### src/tql_pkg.sv
// ----------------------------------------------------------------------------
// Tabular Q-learning package
// Shared constants, types, codes and helper functions of the agent.
// ----------------------------------------------------------------------------
`default_nettype none

package tql_pkg;

  localparam int NUM_STATES   = 4096;
  localparam int MAX_ACTIONS  = 16;
  localparam int STATE_W      = $clog2(NUM_STATES);
  localparam int ACT_W        = $clog2(MAX_ACTIONS);
  localparam int CNT_W        = $clog2(MAX_ACTIONS + 1);
  localparam int Q_W          = 32;
  localparam int RATE_W       = 17;
  localparam int MASK_W       = 16;
  localparam int DRAW_W       = 16;
  localparam int DRAW_IDX_W   = $clog2(DRAW_W);
  localparam int Q_ADDR_W     = STATE_W + ACT_W;
  localparam int Q_DEPTH      = NUM_STATES * MAX_ACTIONS;
  localparam int PADDR_W      = 5;
  localparam int PDATA_W      = 32;
  localparam int REG_IDX_W    = 3;
  localparam int PROD_W       = 51;
  localparam int SCALED_W     = 35;
  localparam int WIDE_W       = 36;

  localparam logic [RATE_W-1:0] RATE_ONE = RATE_W'(65536);

  // Register indexes on the configuration port.
  localparam logic [REG_IDX_W-1:0] REG_LEARNING_RATE   = 3'd0;
  localparam logic [REG_IDX_W-1:0] REG_DISCOUNT_FACTOR = 3'd1;
  localparam logic [REG_IDX_W-1:0] REG_EXPLORE_RATE    = 3'd2;
  localparam logic [REG_IDX_W-1:0] REG_STARTING_VALUE  = 3'd3;
  localparam logic [REG_IDX_W-1:0] REG_RULE_SELECT     = 3'd4;
  localparam logic [REG_IDX_W-1:0] REG_ACTIONS_IN_USE  = 3'd5;

  // Result status codes.
  localparam logic [1:0] ST_OK       = 2'd0;
  localparam logic [1:0] ST_NO_AVAIL = 2'd1;
  localparam logic [1:0] ST_RANGE    = 2'd2;

  localparam logic KIND_ACT    = 1'b0;
  localparam logic KIND_UPDATE = 1'b1;
  localparam logic RULE_STD    = 1'b0;

  typedef enum logic [4:0] {
    S_CLEAR, S_IDLE, S_START, S_NS_RD, S_NS_CHK, S_NS_SCAN, S_TCH_RD, S_TCH_CHK,
    S_FILL, S_MASK, S_DECIDE, S_DIV, S_SCAN_INIT, S_SCAN, S_OLD_RD, S_TGT,
    S_MUL2, S_WB, S_DONE
  } ctrl_state_e;

  typedef struct packed {
    logic                     kind;
    logic [11:0]              state_index;
    logic [11:0]              next_state_index;
    logic [3:0]               action_taken;
    logic signed [31:0]       reward_value;
    logic                     episode_ended;
    logic                     training_on;
    logic [15:0]              action_mask;
    logic [15:0]              explore_draw;
    logic [15:0]              pick_draw;
  } in_item_t;

  typedef struct packed {
    logic [3:0] chosen_action;
    logic [1:0] status_code;
  } out_item_t;

  typedef struct packed {
    logic [RATE_W-1:0]  learning_rate;
    logic [RATE_W-1:0]  discount_factor;
    logic [RATE_W-1:0]  explore_rate;
    logic signed [31:0] starting_value;
    logic               rule_select;
    logic [4:0]         actions_in_use;
  } cfg_t;

  typedef struct packed {
    logic clear;
    logic accept;
    logic ns_rd;
    logic tch_rd;
    logic avail_ld;
    logic fill;
    logic mark;
    logic mask_wr;
    logic div_start;
    logic div_run;
    logic scan_start;
    logic sel_mode;
    logic use_ns;
    logic scan_run;
    logic mq_ld;
    logic old_rd;
    logic mul_disc;
    logic tgt_ld;
    logic mul_alpha;
    logic q_wb;
    logic res_ld;
  } cmd_t;

  typedef struct packed {
    logic clr_last;
    logic kind;
    logic ended;
    logic seen;
    logic fill_last;
    logic explore;
    logic cnt_zero;
    logic div_last;
    logic scan_done;
    logic a_oor;
  } sts_t;

  function automatic logic [RATE_W-1:0] sat_rate(input logic [RATE_W-1:0] r);
    return r[RATE_W-1] ? RATE_ONE : r;
  endfunction

  // Action count clamped to 1..MAX_ACTIONS.
  function automatic logic [CNT_W-1:0] used_count(input logic [4:0] c);
    logic [CNT_W-1:0] r;
    if (c == 5'd0) r = CNT_W'(1);
    else if (32'(c) > MAX_ACTIONS) r = CNT_W'(MAX_ACTIONS);
    else r = CNT_W'(c);
    return r;
  endfunction

  function automatic logic [CNT_W-1:0] popcount(input logic [MAX_ACTIONS-1:0] v);
    logic [CNT_W-1:0] c;
    c = '0;
    for (int i = 0; i < MAX_ACTIONS; i++) c = c + CNT_W'(v[i]);
    return c;
  endfunction

  function automatic logic signed [Q_W-1:0] sat32(input logic signed [WIDE_W-1:0] v);
    logic signed [Q_W-1:0] r;
    if (v > WIDE_W'(signed'(32'sh7FFFFFFF))) r = 32'sh7FFFFFFF;
    else if (v < WIDE_W'(signed'(32'sh80000000))) r = 32'sh80000000;
    else r = v[Q_W-1:0];
    return r;
  endfunction

endpackage

`default_nettype wire

### src/tql_ctrl.sv
// ----------------------------------------------------------------------------
// Q-learning controller
// State machine that sequences the datapath through one item at a time.
// ----------------------------------------------------------------------------
`default_nettype none

module tql_ctrl (
  input  wire logic          clk_i,
  input  wire logic          rst_ni,
  input  wire logic          in_valid_i,
  output logic               in_ready_o,
  output logic               out_valid_o,
  input  wire logic          out_ready_i,
  input  wire tql_pkg::sts_t sts_i,
  output tql_pkg::cmd_t      cmd_o
);

  tql_pkg::ctrl_state_e state_q, state_d;
  logic out_valid_q, out_valid_d;
  tql_pkg::ctrl_state_e after_touch;

  // Where an item goes once its current row exists.
  always_comb begin
    if (sts_i.kind == tql_pkg::KIND_ACT) after_touch = tql_pkg::S_MASK;
    else if (sts_i.a_oor) after_touch = tql_pkg::S_DONE;
    else after_touch = tql_pkg::S_OLD_RD;
  end

  always_comb begin
    state_d = state_q;
    case (state_q)
      tql_pkg::S_CLEAR:     if (sts_i.clr_last) state_d = tql_pkg::S_IDLE;
      tql_pkg::S_IDLE:      if (in_valid_i) state_d = tql_pkg::S_START;
      tql_pkg::S_START: begin
        if (sts_i.kind == tql_pkg::KIND_UPDATE && !sts_i.ended) state_d = tql_pkg::S_NS_RD;
        else state_d = tql_pkg::S_TCH_RD;
      end
      tql_pkg::S_NS_RD:     state_d = tql_pkg::S_NS_CHK;
      tql_pkg::S_NS_CHK:    state_d = sts_i.seen ? tql_pkg::S_NS_SCAN : tql_pkg::S_TCH_RD;
      tql_pkg::S_NS_SCAN:   if (sts_i.scan_done) state_d = tql_pkg::S_TCH_RD;
      tql_pkg::S_TCH_RD:    state_d = tql_pkg::S_TCH_CHK;
      tql_pkg::S_TCH_CHK:   state_d = sts_i.seen ? after_touch : tql_pkg::S_FILL;
      tql_pkg::S_FILL:      if (sts_i.fill_last) state_d = after_touch;
      tql_pkg::S_MASK:      state_d = tql_pkg::S_DECIDE;
      tql_pkg::S_DECIDE: begin
        if (!sts_i.explore) state_d = tql_pkg::S_SCAN_INIT;
        else if (sts_i.cnt_zero) state_d = tql_pkg::S_DONE;
        else state_d = tql_pkg::S_DIV;
      end
      tql_pkg::S_DIV:       if (sts_i.div_last) state_d = tql_pkg::S_SCAN_INIT;
      tql_pkg::S_SCAN_INIT: state_d = tql_pkg::S_SCAN;
      tql_pkg::S_SCAN:      if (sts_i.scan_done) state_d = tql_pkg::S_DONE;
      tql_pkg::S_OLD_RD:    state_d = tql_pkg::S_TGT;
      tql_pkg::S_TGT:       state_d = tql_pkg::S_MUL2;
      tql_pkg::S_MUL2:      state_d = tql_pkg::S_WB;
      tql_pkg::S_WB:        state_d = tql_pkg::S_DONE;
      tql_pkg::S_DONE:      if (!out_valid_q || out_ready_i) state_d = tql_pkg::S_IDLE;
      default:              state_d = tql_pkg::S_IDLE;
    endcase
  end

  always_comb begin
    cmd_o      = '0;
    in_ready_o = 1'b0;
    case (state_q)
      tql_pkg::S_CLEAR: cmd_o.clear = 1'b1;
      tql_pkg::S_IDLE: begin
        in_ready_o   = 1'b1;
        cmd_o.accept = in_valid_i;
      end
      tql_pkg::S_NS_RD: cmd_o.ns_rd = 1'b1;
      tql_pkg::S_NS_CHK: begin
        cmd_o.avail_ld   = sts_i.seen;
        cmd_o.scan_start = sts_i.seen;
        cmd_o.use_ns     = 1'b1;
      end
      tql_pkg::S_NS_SCAN: begin
        cmd_o.scan_run = 1'b1;
        cmd_o.use_ns   = 1'b1;
        cmd_o.mq_ld    = sts_i.scan_done;
      end
      tql_pkg::S_TCH_RD:  cmd_o.tch_rd = 1'b1;
      tql_pkg::S_TCH_CHK: cmd_o.avail_ld = sts_i.seen;
      tql_pkg::S_FILL: begin
        cmd_o.fill = 1'b1;
        cmd_o.mark = sts_i.fill_last;
      end
      tql_pkg::S_MASK:   cmd_o.mask_wr = 1'b1;
      tql_pkg::S_DECIDE: cmd_o.div_start = sts_i.explore && !sts_i.cnt_zero;
      tql_pkg::S_DIV:    cmd_o.div_run = 1'b1;
      tql_pkg::S_SCAN_INIT: begin
        cmd_o.scan_start = 1'b1;
        cmd_o.sel_mode   = sts_i.explore;
      end
      tql_pkg::S_SCAN: cmd_o.scan_run = 1'b1;
      tql_pkg::S_OLD_RD: begin
        cmd_o.old_rd   = 1'b1;
        cmd_o.mul_disc = 1'b1;
      end
      tql_pkg::S_TGT:  cmd_o.tgt_ld = 1'b1;
      tql_pkg::S_MUL2: cmd_o.mul_alpha = 1'b1;
      tql_pkg::S_WB:   cmd_o.q_wb = 1'b1;
      tql_pkg::S_DONE: cmd_o.res_ld = !out_valid_q || out_ready_i;
      default: ;
    endcase
  end

  always_comb begin
    out_valid_d = out_valid_q && !out_ready_i;
    if (cmd_o.res_ld) out_valid_d = 1'b1;
  end

  always_ff @(posedge clk_i or negedge rst_ni) begin
    if (!rst_ni) begin
      state_q     <= tql_pkg::S_CLEAR;
      out_valid_q <= 1'b0;
    end else begin
      state_q     <= state_d;
      out_valid_q <= out_valid_d;
    end
  end

  assign out_valid_o = out_valid_q;

endmodule

`default_nettype wire

### config.mk
export PLATFORM = sky130hd
export DESIGN_NAME = tql_ctrl
export DESIGN_NICKNAME = d
export VERILOG_FILES = /design/src/tql_pkg.sv /design/src/tql_ctrl.sv
export SDC_FILE = /design/constraint.sdc
export NUM_CORES = 1
export LEC_CHECK = 0
export BUFFER_PORTS_ARGS = -buffer_cell sky130_fd_sc_hd__buf_2
export CAP_MARGIN = 20
export CELL_PAD_IN_SITES_DETAIL_PLACEMENT = 1
export CELL_PAD_IN_SITES_GLOBAL_PLACEMENT = 2
export CORE_MARGIN = 3
export CORE_UTILIZATION = 23
export CTS_CLUSTER_DIAMETER = 40
export DETAILED_ROUTE_END_ITERATION = 10
export GPL_ROUTABILITY_DRIVEN = 0
export PLACE_DENSITY_LB_ADDON = 0.1
export REMOVE_ABC_BUFFERS = 1
export SKIP_LAST_GASP = 1
export SYNTH_ARGS = -nofsm -noshare
export SYNTH_HDL_FRONTEND = slang
export SYNTH_SLANG_ARGS = --single-unit
### constraint.sdc
create_clock -name clk_i -period 2.3 [get_ports clk_i]
set_input_delay 0.46 -clock clk_i [delete_from_list [all_inputs] [get_ports clk_i]]
set_output_delay 0.46 -clock clk_i [all_outputs]
set_load 0.01 [all_outputs]
==> impl_summary.md <==
Status
The flow ran to the end, and the final reports show no timing, DRC or antenna violations.

Finish
The area growth from synthesis to layout is 30.0%. The combined flip-flop and latch cell area is roughly 150 um^2. The number of standard cells in the layout, taps in and fillers out is 203. Fill cells in the final layout number 453. Cells fill 31.7% of the core in the end. The library cell used most frequently in the layout, excluding fill and tap cells, is sky130_fd_sc_hd__buf_2. The final design instance area without fill is approximately 1100 um^2. Cells with a size suffix above 1 make up 31.8% of the layout. The repair_antennas step left the layout with diodes totalling 0. The number of nets at the end of the flow is 173. Leaving out fill and tap cells, the most frequent cells in the layout are 36 x sky130_fd_sc_hd__buf_2, 20 x sky130_fd_sc_hd__nor2_1, 10 x sky130_fd_sc_hd__nand2_1, 9 x sky130_fd_sc_hd__a21oi_1, 8 x sky130_fd_sc_hd__nor3_1. The multi-input gate area in the final layout is between 600 and 700 um^2.

Clock network
The clock transition at the registers of the reported paths is ~0.05 ns. The maximum clock insertion buffer count is 2. In this run, CTS created clock tree buffers numbering 3. The clock latency on the worst-skew pair is around 0.25 ns.

Once the clock tree was built, the setup fixing pass inserted 0 buffers. The tree is rooted in a sky130_fd_sc_hd__clkbuf_4. The post-cts hold buffer count is 0.

Once the clock tree was built, the resizer swapped 0 gates to a different size. The clock tree from TritonCTS is yes. CTS built an H-tree with a depth of 1. The number of sinks handled by clock tree synthesis is 6.

Timing
The final number of hold-violating endpoints is 0. The worst path needs 2.08 ns of the cycle, external delays included. The transition at the pin with the smallest max-transition slack is about 0.48 ns. The final critical-path share of the clock period is 90.4%. The final-report setup violation count is 0. The final setup slack of the worst path is between 0.2 and 0.25 ns. The worst pin sits at a relative slew slack of 67.1%.

Timing would allow up to 481 MHz. The setup clock skew after layout is 0.00495 ns. The summed negative setup slack over all endpoints is 0 ns. Setup repair after global routing left no endpoint under its margin. The tightest hold path in the finished design has a slack of 0.0229 ns. The number of pins with negative max-slew slack in the final report is 0.

Route
The total vias in the final route is just over 1k. The via density per instance is 4.99. The remaining routing DRC violations is 0. Summed over all layers, the routed wires come to 3180 um. The per-cell routed wire length is 15.6 um.

The number of design-rule violations left by the first detailed-router iteration is 41. The first TritonRoute pass finished after 4 iterations. The number of antenna-violating nets in the routed design is 0.

Synth
Yosys attributes the largest share of cell area to sky130_fd_sc_hd__dfrtp_1 18%, sky130_fd_sc_hd__nor2_1 9.1%, sky130_fd_sc_hd__a21oi_1 5.5%. The count of mapped cells out of synthesis is 123. The dominant register cell in the synthesized netlist is sky130_fd_sc_hd__dfrtp_1. In this run the biggest area consumer among cell types represents 18.2% of the synthesized area. The average footprint of a synthesized cell is between 6 and 7 um^2.

The fraction of synthesis flops using an asynchronous set or reset pin is 100%. The number of flops mapped to enable cells by yosys is 0. The sequential share of the synthesized area is between 10% and 20%. For this run, the number of Yosys warnings is 0. The number of distinct library cell variants in the gate-level netlist after synthesis is 39. The biggest area contributor in the post-synthesis netlist is sky130_fd_sc_hd__dfrtp_1. After synthesis the netlist holds a flip-flop and latch count of 6. In this run the cell area of the synthesized design comes to 826 um^2.

Job
The total of max-cap violations is 0.

Placement
During placement, the flow inserted port buffers numbering 36. The worst slack at placement is about 0.42 ns. Counting tap cells, the placed design contains a total of 200 instances. The post-place instance area is 1050 um^2. After legalization and detailed placement, the total HPWL measured 2490 um.

Critical path
The worst endpoint required time is 1.84 ns. The worst setup path is captured at an output pin. The longest individual stage delay on the worst path is 0.52 ns. The worst setup path is launched from a flop. The critical path buffer and inverter count is 1. The setup path with the least slack is of type flop to output pin. The master of the slowest instance on the critical path is sky130_fd_sc_hd__dfrtp_1. The category of cells accounting for the largest share of critical-path delay is simple AND/OR/NAND/NOR gates. The arrival time at the worst endpoint is 1.62 ns. Along the worst path, the maximum fanout reaches 10. The critical path goes through nor3b_1 -> nand3_1 -> nor2_1 -> buf_2.

Hold path
In this run the worst hold path is classified as input port to asynchronous set/reset pin.

Floorplan
The die covers 4350 um^2. During I/O placement, the number of pins put on the boundary was 37. The core area is 3390 um^2. Once the floorplan was initialized, standard cells occupied 24.4% of the core.

After floorplanning, the core was divided into 21 placement rows. The overall die height is between 60 and 70 um. The die is 65.9 um wide.

Power and ir drop
The internal power component is between 0.5 and 0.6 mW. The net switching power is 0.711 mW. The worst ir drop on vdd is 0.410 mV. The power per cell area is 1210 nW/um^2. The static power due to leakage is 0.514 nW. The portion of total power attributed to sequential cells is around 17%. The clock power share is approximately 7.9%. Of the total power, combinational logic draws 74.9%.

The switching fraction of total power is 54.6%. The design draws 1.30 mW.

Global route
Across every metal layer, demand over resource in global routing totals 15.4%. After global routing the overflow that remains totals 0. The via count of the first global-routing pass came to 1050. The first global-routing pass estimated just over 5000 um of wire.

The largest net degree at the start of global routing is 17. The number of antenna violations at the first check in global routing is 0.
-- state kept, by name (all words and copies together), names as in the netlist --
signal and count:
state_q 5, out_valid_o 1
-- synth_stat cells, drive strengths merged (2+ instances only) --
cell type,instances
nor2,20
nand2,10
nand3b,3
nand3,6
a211oi,3
or3,3
and3,2
nor2b,4
clkbuf,5
buf,6
a2111oi,2
a31oi,2
a21oi,9
dfrtp,6
nand2b,6
inv,4
nor4,3
nor3,10
o21ai,4
-- power groups by stage --
stage,registers [mW],clock network (mW),logic [mW]
after CTS,0.222,0.105,0.985
after global routing,0.230,0.108,1.09
after floorplan,0.275,0,0.558
final,0.224,0.102,0.976
after global placement,0.222,0,0.976
after detailed placement,0.223,0,0.980
-- path summary, 6_finish.rpt --
path	startpoint	slack, ns	end	cells past startpoint
setup / recovery	state_q[3]$_DFFE_PN0P_	0.22	cmd_o[12]	4
hold / removal	rst_ni	0.02	state_q[4]$_DFFE_PN0P_	1
setup reg to reg	state_q[3]$_DFFE_PN0P_	0.39	state_q[3]$_DFFE_PN0P_	5
hold reg to reg	out_valid_o$_DFF_PN0_	0.58	out_valid_o$_DFF_PN0_	2
max in group asynchronous	rst_ni	2.13	state_q[3]$_DFFE_PN0P_	1
min in group clk_i	sts_i[0]	0.53	state_q[4]$_DFFE_PN0P_	3
-- layout make-up --
| type | count | share of cell area (%) |
|---|---|---|
| flip-flops and latches | 6 | 14.0 |
| inverters | 4 | 1.40 |
| well taps | 46 | 5.36 |
| multi-input cells | 102 | 56.2 |
| clock buffers | 3 | 2.10 |
| repair buffers | 42 | 21.0 |
-- metal layers --
metal	track usage, %	wire, um
met1	22.5	1630
met2	23.5	1420
met3	1.53	124
met4	4.66	0
met5	0	0
-- kinds of logic after synthesis --
family,after synthesis,share of synthesized area [%]
simple gates,73,47.1
compound gates,28,24.5
buf+inv,15,8.79
flops,6,18.2
mux,1,1.36
-- worst register-to-register path, cell delays in order (launching register included) --
cell and delay, ns:
sky130_fd_sc_hd__dfrtp_1 0.48, sky130_fd_sc_hd__or3_4 0.45, sky130_fd_sc_hd__a2111oi_4 0.35, sky130_fd_sc_hd__nor3_2 0.12
sky130_fd_sc_hd__nand2_1 0.08, sky130_fd_sc_hd__mux2_1 0.31
(Power assumes the default switching activity.)
